**src/hdl/aes_pkg.sv**
```systemverilog
// aes_pkg: shared constants, types and round functions of the aes block cipher
`timescale 1ns / 1ps

package aes_pkg;

  localparam int MAX_ROUNDS = 14;
  localparam int ROWS       = MAX_ROUNDS + 1;
  localparam int ROW_W      = $clog2(ROWS);

  // register indexes of the configuration port
  localparam logic [2:0] REG_MODE = 3'd0;
  localparam logic [2:0] REG_KEY0 = 3'd1;
  localparam logic [2:0] REG_KEY1 = 3'd2;
  localparam logic [2:0] REG_KEY2 = 3'd3;
  localparam logic [2:0] REG_KEY3 = 3'd4;

  // key length modes
  localparam logic [1:0] MODE_128 = 2'd0;
  localparam logic [1:0] MODE_192 = 2'd1;
  localparam logic [1:0] MODE_256 = 2'd2;

  localparam logic [7:0] RCON_FIRST = 8'h01;
  localparam logic [7:0] POLY       = 8'h1b;
  localparam logic [7:0] TOP_BIT    = 8'h80;

  typedef struct packed {
    logic             load;
    logic             first;
    logic             round;
    logic             last;
    logic             dec;
    logic             capture;
    logic [ROW_W-1:0] rd_addr;
    logic             kx_step;
    logic             kx_start;
    logic             kx_load;
    logic             kx_rot;
    logic             kx_sub;
    logic             kx_wr;
    logic [5:0]       kx_idx;
  } ctrl_cmd_t;

  localparam logic [7:0] SBOX [256] = '{
    8'h63,8'h7c,8'h77,8'h7b,8'hf2,8'h6b,8'h6f,8'hc5,8'h30,8'h01,8'h67,8'h2b,8'hfe,8'hd7,8'hab,8'h76,
    8'hca,8'h82,8'hc9,8'h7d,8'hfa,8'h59,8'h47,8'hf0,8'had,8'hd4,8'ha2,8'haf,8'h9c,8'ha4,8'h72,8'hc0,
    8'hb7,8'hfd,8'h93,8'h26,8'h36,8'h3f,8'hf7,8'hcc,8'h34,8'ha5,8'he5,8'hf1,8'h71,8'hd8,8'h31,8'h15,
    8'h04,8'hc7,8'h23,8'hc3,8'h18,8'h96,8'h05,8'h9a,8'h07,8'h12,8'h80,8'he2,8'heb,8'h27,8'hb2,8'h75,
    8'h09,8'h83,8'h2c,8'h1a,8'h1b,8'h6e,8'h5a,8'ha0,8'h52,8'h3b,8'hd6,8'hb3,8'h29,8'he3,8'h2f,8'h84,
    8'h53,8'hd1,8'h00,8'hed,8'h20,8'hfc,8'hb1,8'h5b,8'h6a,8'hcb,8'hbe,8'h39,8'h4a,8'h4c,8'h58,8'hcf,
    8'hd0,8'hef,8'haa,8'hfb,8'h43,8'h4d,8'h33,8'h85,8'h45,8'hf9,8'h02,8'h7f,8'h50,8'h3c,8'h9f,8'ha8,
    8'h51,8'ha3,8'h40,8'h8f,8'h92,8'h9d,8'h38,8'hf5,8'hbc,8'hb6,8'hda,8'h21,8'h10,8'hff,8'hf3,8'hd2,
    8'hcd,8'h0c,8'h13,8'hec,8'h5f,8'h97,8'h44,8'h17,8'hc4,8'ha7,8'h7e,8'h3d,8'h64,8'h5d,8'h19,8'h73,
    8'h60,8'h81,8'h4f,8'hdc,8'h22,8'h2a,8'h90,8'h88,8'h46,8'hee,8'hb8,8'h14,8'hde,8'h5e,8'h0b,8'hdb,
    8'he0,8'h32,8'h3a,8'h0a,8'h49,8'h06,8'h24,8'h5c,8'hc2,8'hd3,8'hac,8'h62,8'h91,8'h95,8'he4,8'h79,
    8'he7,8'hc8,8'h37,8'h6d,8'h8d,8'hd5,8'h4e,8'ha9,8'h6c,8'h56,8'hf4,8'hea,8'h65,8'h7a,8'hae,8'h08,
    8'hba,8'h78,8'h25,8'h2e,8'h1c,8'ha6,8'hb4,8'hc6,8'he8,8'hdd,8'h74,8'h1f,8'h4b,8'hbd,8'h8b,8'h8a,
    8'h70,8'h3e,8'hb5,8'h66,8'h48,8'h03,8'hf6,8'h0e,8'h61,8'h35,8'h57,8'hb9,8'h86,8'hc1,8'h1d,8'h9e,
    8'he1,8'hf8,8'h98,8'h11,8'h69,8'hd9,8'h8e,8'h94,8'h9b,8'h1e,8'h87,8'he9,8'hce,8'h55,8'h28,8'hdf,
    8'h8c,8'ha1,8'h89,8'h0d,8'hbf,8'he6,8'h42,8'h68,8'h41,8'h99,8'h2d,8'h0f,8'hb0,8'h54,8'hbb,8'h16
  };

  localparam logic [7:0] INV_SBOX [256] = '{
    8'h52,8'h09,8'h6a,8'hd5,8'h30,8'h36,8'ha5,8'h38,8'hbf,8'h40,8'ha3,8'h9e,8'h81,8'hf3,8'hd7,8'hfb,
    8'h7c,8'he3,8'h39,8'h82,8'h9b,8'h2f,8'hff,8'h87,8'h34,8'h8e,8'h43,8'h44,8'hc4,8'hde,8'he9,8'hcb,
    8'h54,8'h7b,8'h94,8'h32,8'ha6,8'hc2,8'h23,8'h3d,8'hee,8'h4c,8'h95,8'h0b,8'h42,8'hfa,8'hc3,8'h4e,
    8'h08,8'h2e,8'ha1,8'h66,8'h28,8'hd9,8'h24,8'hb2,8'h76,8'h5b,8'ha2,8'h49,8'h6d,8'h8b,8'hd1,8'h25,
    8'h72,8'hf8,8'hf6,8'h64,8'h86,8'h68,8'h98,8'h16,8'hd4,8'ha4,8'h5c,8'hcc,8'h5d,8'h65,8'hb6,8'h92,
    8'h6c,8'h70,8'h48,8'h50,8'hfd,8'hed,8'hb9,8'hda,8'h5e,8'h15,8'h46,8'h57,8'ha7,8'h8d,8'h9d,8'h84,
    8'h90,8'hd8,8'hab,8'h00,8'h8c,8'hbc,8'hd3,8'h0a,8'hf7,8'he4,8'h58,8'h05,8'hb8,8'hb3,8'h45,8'h06,
    8'hd0,8'h2c,8'h1e,8'h8f,8'hca,8'h3f,8'h0f,8'h02,8'hc1,8'haf,8'hbd,8'h03,8'h01,8'h13,8'h8a,8'h6b,
    8'h3a,8'h91,8'h11,8'h41,8'h4f,8'h67,8'hdc,8'hea,8'h97,8'hf2,8'hcf,8'hce,8'hf0,8'hb4,8'he6,8'h73,
    8'h96,8'hac,8'h74,8'h22,8'he7,8'had,8'h35,8'h85,8'he2,8'hf9,8'h37,8'he8,8'h1c,8'h75,8'hdf,8'h6e,
    8'h47,8'hf1,8'h1a,8'h71,8'h1d,8'h29,8'hc5,8'h89,8'h6f,8'hb7,8'h62,8'h0e,8'haa,8'h18,8'hbe,8'h1b,
    8'hfc,8'h56,8'h3e,8'h4b,8'hc6,8'hd2,8'h79,8'h20,8'h9a,8'hdb,8'hc0,8'hfe,8'h78,8'hcd,8'h5a,8'hf4,
    8'h1f,8'hdd,8'ha8,8'h33,8'h88,8'h07,8'hc7,8'h31,8'hb1,8'h12,8'h10,8'h59,8'h27,8'h80,8'hec,8'h5f,
    8'h60,8'h51,8'h7f,8'ha9,8'h19,8'hb5,8'h4a,8'h0d,8'h2d,8'he5,8'h7a,8'h9f,8'h93,8'hc9,8'h9c,8'hef,
    8'ha0,8'he0,8'h3b,8'h4d,8'hae,8'h2a,8'hf5,8'hb0,8'hc8,8'heb,8'hbb,8'h3c,8'h83,8'h53,8'h99,8'h61,
    8'h17,8'h2b,8'h04,8'h7e,8'hba,8'h77,8'hd6,8'h26,8'he1,8'h69,8'h14,8'h63,8'h55,8'h21,8'h0c,8'h7d
  };

  function automatic logic [7:0] xt(input logic [7:0] x);
    return {x[6:0], 1'b0} ^ (((x & TOP_BIT) != 8'h00) ? POLY : 8'h00);
  endfunction

  function automatic logic [7:0] get_byte(input logic [127:0] s, input int i);
    return s[127-8*i -: 8];
  endfunction

  function automatic logic [31:0] sub_word(input logic [31:0] w);
    return {SBOX[w[31:24]], SBOX[w[23:16]], SBOX[w[15:8]], SBOX[w[7:0]]};
  endfunction

  function automatic logic [127:0] sub_bytes(input logic [127:0] s, input logic inv);
    logic [127:0] o;
    o = '0;
    for (int i = 0; i < 16; i++) begin
      o[127-8*i -: 8] = inv ? INV_SBOX[get_byte(s, i)] : SBOX[get_byte(s, i)];
    end
    return o;
  endfunction

  function automatic logic [127:0] shift_rows(input logic [127:0] s, input logic inv);
    logic [127:0] o;
    o = '0;
    for (int r = 0; r < 4; r++) begin
      for (int c = 0; c < 4; c++) begin
        if (inv) begin
          o[127-8*(r+4*((c+r)%4)) -: 8] = get_byte(s, r + 4*c);
        end else begin
          o[127-8*(r+4*c) -: 8] = get_byte(s, r + 4*((c+r)%4));
        end
      end
    end
    return o;
  endfunction

  function automatic logic [127:0] mix_columns(input logic [127:0] s, input logic inv);
    logic [127:0] o;
    logic [7:0]   a [4];
    logic [7:0]   a2 [4];
    logic [7:0]   a4 [4];
    logic [7:0]   a8 [4];
    logic [7:0]   m0, m1, m2, m3;
    o = '0;
    for (int c = 0; c < 4; c++) begin
      for (int k = 0; k < 4; k++) begin
        a[k]  = get_byte(s, 4*c + k);
        a2[k] = xt(a[k]);
        a4[k] = xt(a2[k]);
        a8[k] = xt(a4[k]);
      end
      for (int r = 0; r < 4; r++) begin
        if (inv) begin
          // 14, 11, 13, 9
          m0 = a8[r] ^ a4[r] ^ a2[r];
          m1 = a8[(r+1)%4] ^ a2[(r+1)%4] ^ a[(r+1)%4];
          m2 = a8[(r+2)%4] ^ a4[(r+2)%4] ^ a[(r+2)%4];
          m3 = a8[(r+3)%4] ^ a[(r+3)%4];
        end else begin
          // 2, 3, 1, 1
          m0 = a2[r];
          m1 = a2[(r+1)%4] ^ a[(r+1)%4];
          m2 = a[(r+2)%4];
          m3 = a[(r+3)%4];
        end
        o[127-8*(4*c+r) -: 8] = m0 ^ m1 ^ m2 ^ m3;
      end
    end
    return o;
  endfunction

endpackage

```
**src/hdl/aes_ctrl.sv**
```systemverilog
// aes_ctrl: sequencer for key expansion, cipher rounds and result handoff
`timescale 1ns / 1ps

module aes_ctrl import aes_pkg::*; (
  input  logic       clk,
  input  logic       rst,
  input  logic [1:0] mode,
  input  logic       cfg_start,
  input  logic       block_valid,
  output logic       block_ready,
  input  logic       command,
  output logic       result_valid,
  input  logic       result_ready,
  output ctrl_cmd_t  cmd
);

  typedef enum logic [1:0] {EXPAND, IDLE, RUN, FLUSH} state_t;

  state_t     state;
  logic [5:0] widx;
  logic [2:0] wmod;
  logic [3:0] rnd;
  logic       dec;

  logic [3:0] nr;
  logic [2:0] nk_last;
  logic [5:0] w_last;
  logic       kx_load;
  logic       out_free;
  logic       fill_out;

  assign nr       = 4'd10 + {1'b0, mode, 1'b0};
  assign nk_last  = 3'd3 + {mode, 1'b0};
  assign w_last   = {nr, 2'b11};
  assign kx_load  = (widx < {2'b00, nk_last} + 6'd1);
  assign out_free = !result_valid || result_ready;
  assign fill_out = !cfg_start && (state == FLUSH) && out_free;

  assign block_ready = (state == IDLE);

  always_comb begin
    cmd          = '0;
    cmd.dec      = dec;
    cmd.last     = (rnd == nr);
    cmd.kx_idx   = widx;
    cmd.kx_load  = kx_load;
    case (state)
      EXPAND: begin
        cmd.kx_step  = 1'b1;
        cmd.kx_start = (widx == 6'd0);
        cmd.kx_rot   = !kx_load && (wmod == 3'd0);
        cmd.kx_sub   = !kx_load && (mode == MODE_256) && (wmod == 3'd4);
        cmd.kx_wr    = (widx[1:0] == 2'b11);
      end
      IDLE: begin
        cmd.load    = block_valid;
        cmd.rd_addr = command ? ROW_W'(nr) : '0;
      end
      RUN: begin
        cmd.first   = (rnd == 4'd0);
        cmd.round   = (rnd != 4'd0);
        cmd.rd_addr = dec ? ROW_W'(nr - rnd - 4'd1) : ROW_W'(rnd + 4'd1);
      end
      FLUSH: begin
        cmd.capture = out_free;
      end
      default: ;
    endcase
  end

  always_ff @(posedge clk) begin
    if (rst) begin
      state        <= EXPAND;
      widx         <= '0;
      wmod         <= '0;
      rnd          <= '0;
      dec          <= 1'b0;
      result_valid <= 1'b0;
    end else begin
      if (fill_out) begin
        result_valid <= 1'b1;
      end else if (result_valid && result_ready) begin
        result_valid <= 1'b0;
      end
      if (cfg_start) begin
        state <= EXPAND;
        widx  <= '0;
        wmod  <= '0;
      end else begin
        case (state)
          EXPAND: begin
            widx <= widx + 6'd1;
            wmod <= (wmod == nk_last) ? 3'd0 : wmod + 3'd1;
            if (widx == w_last) begin
              state <= IDLE;
            end
          end
          IDLE: begin
            if (block_valid) begin
              dec   <= command;
              rnd   <= '0;
              state <= RUN;
            end
          end
          RUN: begin
            if (rnd == nr) begin
              state <= FLUSH;
            end else begin
              rnd <= rnd + 4'd1;
            end
          end
          FLUSH: begin
            if (out_free) begin
              state <= IDLE;
            end
          end
          default: state <= IDLE;
        endcase
      end
    end
  end

endmodule

```
**config.mk**
```make
export PLATFORM = sky130hd
export DESIGN_NAME = aes_ctrl
export DESIGN_NICKNAME = d
export VERILOG_FILES = /design/src/hdl/aes_pkg.sv /design/src/hdl/aes_ctrl.sv
export SDC_FILE = /design/constraint.sdc
export NUM_CORES = 1
export LEC_CHECK = 0
export ABC_AREA = 1
export BUFFER_PORTS_ARGS = -buffer_cell sky130_fd_sc_hd__buf_4
export CELL_PAD_IN_SITES_DETAIL_PLACEMENT = 0
export CELL_PAD_IN_SITES_GLOBAL_PLACEMENT = 1
export CORE_UTILIZATION = 37
export DETAILED_ROUTE_END_ITERATION = 10
export HOLD_SLACK_MARGIN = 0.08
export PLACE_DENSITY = 0.8
export SETUP_SLACK_MARGIN = 0.02
export SYNTH_ARGS = -nofsm -noshare
export SYNTH_HDL_FRONTEND = slang
export SYNTH_SLANG_ARGS = --single-unit
```
**constraint.sdc**
```tcl
create_clock -name clk -period 2.4 [get_ports clk]
set_input_delay 0.48 -clock clk [delete_from_list [all_inputs] [get_ports clk]]
set_output_delay 0.48 -clock clk [all_outputs]
set_load 0.05 [all_outputs]
```
Yosys cells after proc, flatten, opt, wreduce, memory -nomap -nowiden
Index checks and enable logic that the tools add are counted.

cells by class
  add/subtract/negate cells = 8
  $lt $le $gt $ge = 1
  equality and inequality tests = 14
  mux-type cells = 19
  bitwise operators = 1
  reduce and logical (&&, ||, !) cells = 21

operators with widths
  cell                                               count
  two-way mux 4 bit                                  4
  one-hot mux 4 bit (2 select lines)                 2
  two-way mux 2 bit                                  6
  != test 2 bit (second input constant)              5
  == test 2 bit (second input constant)              4
  one-hot mux 2 bit (4 select lines)                 1
  AND reduction 4 bit                                2
  adder 6 x 1 -> 6 bit (second input constant)       1
  == test 6 bit                                      1
  logical AND 1 bit                                  6
  logical NOT 6 bit                                  1
  less-than comparator 6 x 4 -> 1 bit                1
  two-way mux 3 bit                                  2
  adder 3 x 1 -> 4 bit (second input constant)       1
  adder 4 x 1 -> 4 bit (second input constant)       1
  adder 4 x 3 -> 4 bit (first input constant)        1
  == test 4 bit                                      1
  logical NOT 4 bit                                  1
  two-way mux 1 bit                                  4
  nonzero test 2 bit                                 2
  nonzero test 4 bit                                 1
  subtractor 4 x 1 -> 4 bit (second input constant)  1
  subtractor 4 bit                                   1
  adder 2 x 3 -> 3 bit (first input constant)        1
  other kinds (11)                                   13

storage, ports and cells
  bits in registers = 17
  input port bits = 8
  output and inout port bits = 24
  word-level logic and storage cells = 70

Logic depth before layout (Yosys ltp)
Gate-level depths: netlist (run 1).

  depth after elaboration = 7
  gate-level depth with buffers = 12
  gate-level depth less buffers = 12

Least setup slack after synthesis (run 1)
Ideal clock, no wire load.

  path type = in2out
  start point = input port mode[0]
  end point = output port cmd[7] (netlist bit)
  data arrival time = 2.333 ns
  data required time = 1.920 ns
  path slack = -0.413 ns
  stages = 8
  path buffers = 0
  cells stage by stage = inv_2 -> ha_1 -> inv_1 -> ha_1 -> nand2_1 -> o211ai_1 -> inv_1 -> nor3_1

RTL lines
  item             RTL line        source
  start, declared  aes_ctrl.sv:7   input logic [1:0] mode,
  end, declared    aes_ctrl.sv:14  output ctrl_cmd_t cmd

==> results of run 1 <==
[what timing repair did]
item / 4_1_cts / 5_1_grt
pin swaps: 3 / 2
hold buffers: 0 / 0
buffers inserted: 2 / 0
setup endpoints to repair: 3 / 6
gates resized for setup: 10 / 11
[power by group through the flow]
| stage | combinational (mW) | clock, mW | sequential, mW |
|---|---|---|---|
| after global routing | 0.160 | 0.245 | 0.291 |
| after floorplan | 0.0794 | 0 | 0.302 |
| final | 0.146 | 0.224 | 0.290 |
| after global placement | 0.134 | 0 | 0.297 |
| after detailed placement | 0.135 | 0 | 0.297 |
| after CTS | 0.144 | 0.234 | 0.290 |
[synthesized netlist by cell type]
cell       number  area [um^2]
a21oi_2         2         17.5
nor3_2          1         10.0
buf_4           3         22.5
o211ai_1        1         7.51
nor2_4          2         22.5
nand2_4         1         11.3
o21ai_1         2         10.0
inv_1          31          116
nand2_2         4         25.0
nor3_1          7         35.0
nand2_1        47          176
nor2_1         18         67.6
ha_1           18          225
nand3_1        12         60.1
fa_1            1         20.0
nor2_2          4         25.0
inv_2           7         26.3
o21ai_0         8         40.0
a31oi_1         2         12.5
a21oi_1        15         75.1
o21ai_2         1         8.76
o21bai_4        1         18.8
a21oi_4         1         16.3
o2111ai_1       1         8.76
dfxtp_1        17          340
o22ai_1         1         6.26
[registers in the layout (all words and copies together), names as in the netlist]
name,cells
wmod,3
state,2
dec,1
result_valid,1
widx,6
rnd,4
[worst min path at each step]
stage                                   start                        end  slack (ns)  depth (start not counted)
floorplan                    dec$_SDFFE_PP0P_           dec$_SDFFE_PP0P_        0.48                          2
global placement    result_valid$_SDFFE_PP0P_  result_valid$_SDFFE_PP0P_        0.51                          2
detailed placement  result_valid$_SDFFE_PP0P_  result_valid$_SDFFE_PP0P_        0.51                          2
CTS                                       rst           dec$_SDFFE_PP0P_        0.42                          2
global route                              rst           dec$_SDFFE_PP0P_        0.44                          2
finish                                    rst           dec$_SDFFE_PP0P_        0.43                          2
[worst max-delay path: stages]
cell and delay (ns):
buf_8 0.10, inv_4 0.04, buf_6 0.10, ha_4 0.12
inv_2 0.04, ha_4 0.26, nand2_2 0.04, o211ai_1 0.25
inv_2 0.10, nor3_2 0.14, buf_6 0.18
[per-stage QoR]
stage	util, %	power [mW]	TNS (ns)	hold WS, ns	instance area (um^2)
after floorplan	-	0.382	-0.0148	0.482	1450
after global placement	48.7	0.430	-0.0219	0.509	1780
after detailed placement	48.7	0.431	-0.110	0.509	1780
after CTS	51.5	0.668	0	0.422	1890
after global routing	52.3	0.697	-0.00901	0.439	1920
final	52.3	0.660	0	0.434	1920
[routing by layer]
metal	wire [um]	share of wire, %
met5	0	0
met2	1520	45
met3	84	2.5
met1	1720	51
met4	46	1.4
[cells by family (layout without fill, tap and decap cells)]
kind of cell | after synthesis | after routing
adder cells (fa/ha/maj) | 19 | 19
flip-flops | 17 | 17
AND/OR/NAND/NOR | 96 | 96
AO/OA/AOI/OAI | 35 | 35
buffers and inverters | 41 | 84
[cell type report]
cell class	instances	area, um^2	area share [%]
clock buffers	4	45.0	2.35
multi-input cells	150	975	50.9
repair buffers	42	349	18.2
flip-flops and latches	17	342	17.8
inverters	38	145	7.58
well taps	48	60.1	3.14
==> summary.md, run 1 <==
The flop-to-flop setup slack was 0.70 ns. The via count of the first global-routing pass was 1307. The combinational share of power is 22.1%, and the worst vdd rail ir drop is 0.155 mV.

The multiplexer share of the synthesized area came out at 0%. The clock root buffer is clkbuf_8. The net switching fraction of the power came out at 29.8%.

The run gives 463 uW as the internal power. For this design the total switching power over the nets is 196 uW. After the flow finishes, the layout carries non-filler instances totaling 299. Summed over all cells, the static leakage comes to 0.896 nW.

Data on the critical path arrives at its endpoint at 1.85 ns. The setup-violating endpoint count in the final report is 0, and the highest achievable clock rate is 0.429 GHz. Commonest non-fill, non-tap cell in the layout: nand2_1. The share of post-route cells with drive strength above 1 is 33.1%.

The tools report the sequential-to-total area share from yosys stat as 24.2%. The startpoint identified for the worst register-to-register timing path is rnd[2]$_SDFFE_PP0P_. For this run, the total global-route usage over all layers was measured as 18.7%. The final route contains 1397 vias. The half-perimeter wire length after detailed placement was 2720 um; the area of the mapped netlist was 1410 um^2. The critical path startpoint is mode[0]. The slew at the pin closest to its max-slew limit is 0.368 ns.

In the global route stage, met3 resource usage came out at 2.17%. The horizontal extent of the die was 63.6 um. The critical setup path kind is input port to output port. TritonCTS built the clock tree. The tools report the floorplan row count as 22. The run gives 0 as the global-route congestion overflow total. Setup repair after global routing could not meet its margin everywhere.

Summing the areas of all fa, ha and maj instances in the mapped netlist gives 17.5% of the synthesized area. Using the TritonRoute via totals, the vias-per-cell ratio works out to 4.67. The vertical die dimension is 63.6 um. STA classifies the critical path endpoint as an output port. The tools report the sequential share of power as 44.0%.

Counting cells, the worst reg-to-reg path comes to 10. In this run the worst path has a maximum fanout of 3. The final layout contains 279 nets. The number of routed nets with antenna violations is 0, and the warning count from the yosys run is 0. In this run the power density over the cells is 344 nW/um^2. The routed design has 3370 um of wire. The share of power burned in the clock network was 34.0%. The run gives 0 as the number of hold violations in the final report.

For the number of nets in the synthesized netlist, the log shows 235. The run gives 3660 um^2 as the core area. Max-cap violations in this run came to 0. In this run, placement finished with an instance count of 293. In this run, distinct cell masters in the synthesized netlist total 26. The number of I/O pins is 32. The logs give 0.844 for the final weighted congestion in routability-driven placement and 0 for the remaining routing DRC violations.

The number of inserted diodes came out at 0. The worst clock skew was 0.00332 ns. The run finished with clean final reports.

The global-route track usage on met2 was 29.7%; the starting density of the core was 38.4%. The final critical path takes up 97.2% of the cycle. The critical path ends at cmd[7]. Most heavily used metal layer in global routing: met2. The pin count of the biggest net entering global routing is 10, and the average detailed-routed wire length per instance is 11.3 um. Clock-pin slew was measured on the worst setup and hold paths at 0.07 ns. The first routing iteration left 43 violations. The post-synthesis share of cell area spent on and, or, nand and nor gates came out at 30.8%. In the synthesized netlist, the number of instances is 208.

The worst slack at placement is -0.0392 ns, and the compound-cell area share of the yosys netlist is 15.8%. The library cells used most frequently in the layout, excluding fill and tap cells, are nand2_1, buf_4, inv_1. For the wire length of the first global-routing pass, the log shows 5950 um. After Yosys synthesis, XOR and XNOR cells account for 0% of the synthesized area. Across all setup checks in the final design, the least slack found is 0.0669 ns.

The final period demand of the worst path works out to 2.33 ns. By area, the combinational part of the netlist is dominated by simple AND/OR/NAND/NOR gates. The number of antenna violations at the first check in global routing was 0. For the deepest level of the CTS H-tree, the log shows 1. Floorplan die area: 4050 um^2. At the later pin of the worst-skew pair, clock insertion delay measures 0.26 ns. Counting along the longest clock path gives a buffer depth of 2.

Class of the tightest hold or removal check: input port to flip-flop. For the number of detailed-routing iterations run before antenna repair, the log shows 4. In this run the critical register-to-register path is captured at rnd[1]$_SDFFE_PP0P_. In this run, CTS created clock tree buffers numbering 3. Data required time at the worst endpoint: 1.92 ns. After synthesis, the mean cell area works out to 6.76 um^2. The sort of element at the start of the critical path was an input port. In this run the tool buffered the top-level ports with 31 buffer cells. The number of clock sinks was 17. The logs give 26.0% for the met1 track utilization from global routing and 377 for the number of fill cells in the layout. Relative to the synthesized area, the layout overhead comes to 36.3%. The tools report the worst relative slew slack as 75.4%. The number of max-slew violations in the final report came out at 0. Counting flops and latches in the post-synthesis netlist gives 17.
No activity file was read; power rests on OpenSTA's default activity.
==> run 2, diff against run 1 <==
--- a/config.mk
+++ b/config.mk
@@ -5,14 +5,13 @@
 export SDC_FILE = /design/constraint.sdc
 export NUM_CORES = 1
 export LEC_CHECK = 0
-export ABC_AREA = 1
 export BUFFER_PORTS_ARGS = -buffer_cell sky130_fd_sc_hd__buf_4
 export CELL_PAD_IN_SITES_DETAIL_PLACEMENT = 0
 export CELL_PAD_IN_SITES_GLOBAL_PLACEMENT = 1
 export CORE_UTILIZATION = 37
 export DETAILED_ROUTE_END_ITERATION = 10
 export HOLD_SLACK_MARGIN = 0.08
-export PLACE_DENSITY = 0.8
+export PLACE_DENSITY = 0.78
 export SETUP_SLACK_MARGIN = 0.02
 export SYNTH_ARGS = -nofsm -noshare
 export SYNTH_HDL_FRONTEND = slang
==> constraint.sdc (replaced) <==
create_clock -name clk -period 2.4 [get_ports clk]
set_input_delay 0.12 -clock clk [delete_from_list [all_inputs] [get_ports clk]]
set_output_delay 0.12 -clock clk [all_outputs]
set_load 0.05 [all_outputs]
==> summary.md, run 2 <==
The library cell used most frequently in the layout, excluding fill and tap cells, is buf_4. The number of I/O pins was 32 (unchanged). The tools report the wire length of the first global-routing pass as 5120 um (-14%).

By area the synthesized netlist is led by dfxtp_1, ha_1, xnor2_1. The insertion delay to the later sink of the worst-skew pair was 0.29 ns (+0.03 ns). The run gives 224 (-20%) as the number of nets in the finished design. TritonCTS built the clock tree. Largest buffer count on any clock path: 2 (unchanged). The worst setup path is captured at an output port. Clock root buffer: clkbuf_4. The count of buffers from port buffering was 31 (unchanged).

Vertical die dimension: 61.9 um (-2.7%). The number of max-slew violations in the final report was 0 (unchanged). The logs give 37 (-14%) for the iteration-0 DRC count of the detailed router and 5 (+1) for the number of detailed-routing iterations run before antenna repair.

After detailed routing, no signal wire sits above met4. Areal power density over the cells: 330 nW/um^2 (-4.3%). The starting density of the core is 39.2% (+0.82 points), and the number of maximum-capacitance violations is 0 (unchanged).

Worst slack on hold paths: 0.115 ns (-0.318 ns). In the synthesized netlist, the cells that appear most often are ha_1, dfxtp_1, inv_1. The number of inserted diodes was 0 (unchanged). The share of post-route cells with drive strength above 1 works out to 21.4% (-12 points). The class of the tightest hold or removal check is input port to flip-flop.

The run gives 2.11 ns (+0.26 ns) as the endpoint arrival time on the critical path. The logs give 0.729 nW (-19%) for the leakage power figure and 3830 um^2 (-5.3%) for the floorplan die area. Average size of a mapped cell: 8.10 um^2 (+20%).

Relative to the synthesized area, the layout overhead comes to 25.6%. STA classifies the critical path startpoint as a flip-flop. Yosys instantiated no cell more often than ha_1. The via count of the routed design was 1206 (-14%); the count of distinct cell types in the synthesized netlist was 33 (+27%). The remaining routing DRC violations was 0 (unchanged); the TritonCTS buffer count was 3 (unchanged). For the worst clock skew, the log shows 0.00218 ns (-0.00114 ns). Leaving out fill and tap cells, the most frequent cells in the layout are buf_4, ha_1, dfxtp_1. The average detailed-routed wire length per instance works out to 13.3 um (+18%). The largest registers in the layout are widx: 6 flops, rnd: 4 flops, wmod: 3 flops.

The worst vdd rail ir drop is 0.142 mV (-8.2%). The warning count from the yosys run was 0 (unchanged). The number of nets in the synthesized netlist was 191 (-19%); the total negative setup slack was 0 ns (unchanged). The post-route non-filler standard cell count is 242 (-19%). The half-perimeter wire length after detailed placement was 2460 um (-9.3%); the horizontal extent of the die was 61.9 um (-2.7%). The number of enable flip-flop cells after synthesis works out to 0 (unchanged).

Wire length on met1: 1580 um (-8.2%). For the routed length on met3, the log shows 97 um (+15%). The register bit count reported by yosys was 17 (unchanged); the global router's overall resource usage was 18.4% (-0.30 points).

The placed instance area came out at 1620 um^2 (-9.2%). The run finished with clean final reports. The run gives 0 (unchanged) as the global-route congestion overflow total. The tools report the final weighted congestion in routability-driven placement as 0.866 (+2.7%).

The critical path in this run is classified as flip-flop to output port. The sequential-to-total area share from yosys stat came out at 25.6% (+1.4 points). The number of clock sinks was 17 (unchanged). The setup-violating endpoint count in the final report was 0 (unchanged); the flip-flop count of the largest register after layout was 6 (unchanged).

The share of synthesized flip-flops with an asynchronous set or reset was 0% (unchanged). The biggest area contributor in the post-synthesis netlist is dfxtp_1. For the number of cells after detailed placement, the log shows 236 (-19%). The floorplan row count came out at 21 (-4.5%). The register clock-pin slew on the reported worst setup and hold paths was 0.10 ns (+0.03 ns); the final period demand of the worst path was 2.23 ns (-0.0994 ns).

The number of routed nets with antenna violations is 0 (unchanged). The largest fanout on the critical path is 7 (+4), and the proportion of netlist area held by the largest area contributor is 25.6% (+1.4 points). The worst relative slew slack was 63.1% (-12 points). More flip-flops sit in one register than any other, and that register is widx.

The number of hold violations in the final report was 0 (unchanged). The tools report the area of the mapped netlist as 1330 um^2 (-5.4%). The via density per instance was 4.98 (+6.7%); the pin count of the biggest net entering global routing was 14 (+4).

The deepest level of the CTS H-tree is 1 (unchanged). The core area is 3390 um^2 (-7.4%). Among all flip-flop cells after synthesis, the most frequent one is dfxtp_1. The slew at the pin closest to its max-slew limit came out at 0.552 ns (+0.184 ns).

The met2 layer wire length in the routed design came out at 1530 um (+0.72%). The post-route cell area came out at 1670 um^2 (-13%). The number of antenna violations at the first check in global routing is 0 (unchanged).

Highest achievable clock rate: 0.448 GHz (+4.5%). The number of setup buffers added after CTS was 0 (-2). Setup repair after global routing left no endpoint under its margin. The flop-to-flop setup slack was 0.55 ns (-0.15 ns).

The via count of the first global-routing pass came out at 1105 (-15%). The final cycle utilization of the critical path is 93.1% (-4.1 points). Gate count of the mapped netlist: 164 (-21%). The total wire length is 3220 um (-4.4%). The tools report the data required time at the worst endpoint as 2.28 ns (+0.36 ns).
[run 2: path summary, 6_finish.rpt]
path	startpoint	end	depth (start not counted)
hold reg to reg	result_valid$_SDFFE_PP0P_	result_valid$_SDFFE_PP0P_	2
setup reg to reg	rnd[2]$_SDFFE_PP0P_	state[1]$_SDFFE_PP0P_	7
setup / recovery	widx[2]$_SDFFE_PP0P_	cmd[7]	5
hold / removal	result_ready	result_valid$_SDFFE_PP0P_	4
[run 2: final cells by class]
class | count | area, um^2
clock buffer | 4 | 26.3
timing repair buffer | 34 | 264
tap | 46 | 57.6
multi-input combinational | 125 | 921
sequential | 17 | 340
fill | 336 | 1720
inverter | 16 | 60.1
[run 2: timing repair]
action,4_1_cts,5_1_grt
setup endpoints to repair,0,1
hold buffers,2,0
hold endpoints to repair,4,0
resized for setup,0,1
[run 2: logic make-up (layout without fill, tap and decap cells)]
| kind of cell | count (synthesis) | in the layout | share of synthesized area, % |
|---|---|---|---|
| AND/OR/NAND/NOR | 64 | 64 | 24.4 |
| AO/OA/AOI/OAI | 22 | 22 | 11.0 |
| buffers and inverters | 22 | 54 | 6.78 |
| adder cells (fa/ha/maj) | 19 | 19 | 18.5 |
| flip-flops | 17 | 17 | 25.6 |
| XOR/XNOR | 14 | 14 | 9.23 |
| multiplexers | 6 | 6 | 4.52 |
[run 2: per-layer routing]
layer / vias to the layer above / global-route usage [%]
met2: 23 / 31.6
met1: 566 / 23.8
met4: 0 / 5.71
met3: 2 / 2.48
li1: 615 / -
met5: - / 0
[run 2: report_power, final]
group	switching [mW]	internal (mW)	total (mW)
registers	0.00460	0.285	0.290
logic	0.0615	0.0411	0.103
clock network	0.0929	0.0647	0.158
total	0.159	0.391	0.550
[run 2: worst max-delay path: stages (launching register included)]
cell and delay (ns):
dfxtp_1 0.47, ha_1 0.28, a21o_1 0.17, a2111oi_2 0.58, nor3_2 0.10, buf_4 0.21
[run 2: stage by stage]
| stage | utilization, % | power (mW) | setup slack, ns |
|---|---|---|---|
| after floorplan | - | 0.366 | 0.205 |
| after global placement | 47.8 | 0.394 | 0.333 |
| after detailed placement | 47.8 | 0.396 | 0.291 |
| after CTS | 49.1 | 0.559 | 0.126 |
| after global routing | 49.2 | 0.583 | 0.0337 |
| final | 49.2 | 0.550 | 0.166 |
==> run 3, diff against run 2 <==
--- a/config.mk
+++ b/config.mk
@@ -5,13 +5,14 @@
 export SDC_FILE = /design/constraint.sdc
 export NUM_CORES = 1
 export LEC_CHECK = 0
-export BUFFER_PORTS_ARGS = -buffer_cell sky130_fd_sc_hd__buf_4
 export CELL_PAD_IN_SITES_DETAIL_PLACEMENT = 0
 export CELL_PAD_IN_SITES_GLOBAL_PLACEMENT = 1
+export CORE_MARGIN = 8
 export CORE_UTILIZATION = 37
 export DETAILED_ROUTE_END_ITERATION = 10
+export DONT_BUFFER_PORTS = 1
 export HOLD_SLACK_MARGIN = 0.08
-export PLACE_DENSITY = 0.78
+export PLACE_DENSITY = 0.68
 export SETUP_SLACK_MARGIN = 0.02
 export SYNTH_ARGS = -nofsm -noshare
 export SYNTH_HDL_FRONTEND = slang
==> summary.md, run 3 (synthesis gave the netlist of run 2 again) <==
The worst clock skew was 0.00685 ns (+0.00468 ns); the number of I/O pins was 32 (unchanged). The tools report the number of maximum-capacitance violations as 0 (unchanged). widx holds more flip-flops than any other register.

The final period demand of the worst path came out at 2.22 ns (-0.0165 ns). Average detailed-routed wire length per instance: 14.5 um (+8.7%). The run gives 0 (unchanged) as the number of inserted diodes. The run gives 1203 (+8.9%) as the via count of the first global-routing pass. The commonest non-fill, non-tap cell in the layout is buf_4. For the highest achievable clock rate, the log shows 0.451 GHz (+0.74%). In this run the worst hold path is classified as input port to flip-flop. The horizontal extent of the die is 75.9 um (+23%), and the number of hold buffers added after CTS is 5 (+3).

The largest fanout on the critical path works out to 3 (-4). The logs give 19.1% (-13 points) for the global-route track usage on met2 and 3.89% (+1.4 points) for the global routing met3 resource utilization. Reported net switching power: 156 uW (-2.1%).

The via density per instance is 5.02 (+0.76%), and the pin count of the biggest net entering global routing is 11 (-3). The run gives 0.183 ns (+0.0165 ns) as the worst-case setup margin in the final layout. The vertical die dimension was 75.9 um (+23%); the number of setup buffers added after CTS was 0 (unchanged).

The run gives 340 um^2 (unchanged) as the sequential cell area. The final core area utilization was 48.0% (-1.3 points). The areal power density over the cells works out to 332 nW/um^2 (+0.83%).

The post-route non-filler standard cell count was 234 (-3.3%); the data required time at the worst endpoint was 2.28 ns (about the same). STA classifies the critical path startpoint as a flip-flop. Setup-violating endpoint count in the final report: 0 (unchanged). The run gives 2.10 ns (about the same) as the endpoint arrival time on the critical path. The number of clock sinks is 17 (unchanged).

Tracing the worst setup path back leads to its startpoint at rnd[1]$_SDFFE_PP0P_. The flip-flop count of the largest register after layout was 6 (unchanged); the share of post-route cells with drive strength above 1 was 17.0% (-4.4 points). The core area is 3390 um^2 (unchanged). The library cells used most frequently in the layout, excluding fill and tap cells, are buf_4, ha_1, dfxtp_1.

The via count of the routed design is 1175 (-2.6%). The flow ran to the end, and the final reports show no timing, DRC or antenna violations. The quantity of gates resized following cts is 0 (unchanged). The flop-to-flop setup slack was 0.53 ns (-0.02 ns).

The number of fill cells in the layout was 334 (-0.60%); the sequential share of power was 53.5% (+0.8 points). The logs give 5830 um (+14%) for the wire length of the first global-routing pass and 216 (-3.6%) for the number of nets in the finished design. The insertion delay to the later sink of the worst-skew pair came out at 0.29 ns (about the same). Sort of element at the end of the critical path: an output port. The number of max-slew violations in the final report was 0 (unchanged).

The number of cells after detailed placement came out at 225 (-4.7%). The remaining routing DRC violations was 0 (unchanged); the slew at the pin closest to its max-slew limit was 0.542 ns (-0.0101 ns). The logs give 14.7% (-9.1 points) for the met1 track utilization from global routing and 385 uW (-1.6%) for the internal power. The largest registers in the layout are widx: 6 flops, rnd: 4 flops, wmod: 3 flops. TritonCTS built the clock tree. The tools report the TritonCTS buffer count as 3 (unchanged).

The share of power burned in the clock network is 28.8% (+0.2 points). The run gives 12.0% (-6.4 points) as the global router's overall resource usage. End of the worst register-to-register path: state[1]$_SDFFE_PP0P_. The deepest level of the CTS H-tree was 1 (unchanged); the number of hold violations in the final report was 0 (unchanged). The count of buffers from port buffering works out to 0 (-100%).

The most heavily used metal layer in global routing was met2. The number of detailed-routing iterations run before antenna repair came out at 4 (-1). The critical path ends at cmd[15]. The floorplan row count came out at 21 (unchanged). The logs give 0.694 nW (-4.8%) for the leakage power figure and 5760 um^2 (+50%) for the floorplan die area. For the worst relative slew slack, the log shows 63.8% (+0.69 points). The worst vdd rail ir drop is 0.281 mV (+97%).

The combinational share of power came out at 17.7% (-0.9 points). The largest buffer count on any clock path is 2 (unchanged). The tools report the area taken by multi-input logic gates as 933 um^2 (+1.4%).

The number of antenna violations at the first check in global routing is 0 (unchanged), and the post-route cell area is 1630 um^2 (-2.5%). The layout-stage area growth over the synthesis result works out to 22.4%. The global-route congestion overflow total was 0 (unchanged); the starting density of the core was 39.2% (unchanged).

The worst setup path is of the flip-flop to output port kind. The run gives 0.101 ns (-0.0145 ns) as the worst slack on hold paths. For the placed instance area, the log shows 1550 um^2 (-4.3%).

The tools report the iteration-0 DRC count of the detailed router as 50 (+35%). Register clock-pin slew on the reported worst setup and hold paths: 0.11 ns (about the same). Clock tree synthesis selected as its root buffer the cell clkbuf_4.

In this run the critical register-to-register path is launched from rnd[2]$_SDFFE_PP0P_. The net switching fraction of the power works out to 28.8% (-0.11 points). Setup repair after global routing left no endpoint under its margin. The worst slack at placement was 0.459 ns (+0.168 ns). The number of routed nets with antenna violations was 0 (unchanged). The final weighted congestion in routability-driven placement is 0.917 (+5.9%), and the number of cell instances on the worst register-to-register path is 7 (unchanged).

The run gives 2730 um (+11%) as the half-perimeter wire length after detailed placement. The run gives 0 ns (unchanged) as the total negative setup slack. Final cycle utilization of the critical path: 92.4% (-0.69 points). The total wire length is 3390 um (+5.1%), and the total power is 540 uW (-1.7%).
run 3: cell types whose count changed in the layout (fill, tap and decap cells not counted), sizes merged:
cell and delta:
buf -11, dlygate4sd3 +3, clkbuf -1, clkinv +1
run 3: how the worst min path moves through the flow:
stage / start / endpoint / slack, ns / cells past startpoint
floorplan: command / dec$_SDFFE_PP0P_ / 0.27 / 2
global placement: rst / rnd[1]$_SDFFE_PP0P_ / 0.19 / 1
detailed placement: rst / result_valid$_SDFFE_PP0P_ / 0.20 / 1
CTS: rst / wmod[1]$_SDFFE_PP0P_ / 0.09 / 2
global route: rst / wmod[2]$_SDFFE_PP0P_ / 0.09 / 2
finish: rst / widx[5]$_SDFFE_PP0P_ / 0.10 / 2
run 3: per-layer routing:
layer,routed length [um],share of wire [%]
met4,21,0.62
met2,1560,46
met3,265,7.8
met5,0,0
met1,1550,46
run 3: final cells by class:
| class | instances | area share [%] |
|---|---|---|
| Clock buffer | 3 | 1.38 |
| Inverter | 16 | 3.69 |
| Clock inverter | 1 | 0.308 |
| Sequential cell | 17 | 20.9 |
| Timing Repair Buffer | 26 | 12.8 |
| Tap cell | 46 | 3.54 |
| Multi-Input combinational cell | 125 | 57.4 |
run 3: worst max-delay path, stage by stage, from the launching register on:
cell and delay (ns):
dfxtp_1 0.37, inv_1 0.08, ha_1 0.21, fa_1 0.38, xnor2_1 0.17, mux2i_1 0.11
xnor2_1 0.14, o32ai_2 0.12, buf_4 0.23
run 3: power by group through the flow:
stage               Combinational (mW)  Clock (mW)  Sequential [mW]
finish                          0.0958       0.156            0.289
detailed placement              0.0890           0            0.295
floorplan                       0.0641           0            0.301
global placement                0.0871           0            0.295
global route                     0.107       0.182            0.290
CTS                             0.0972       0.167            0.289
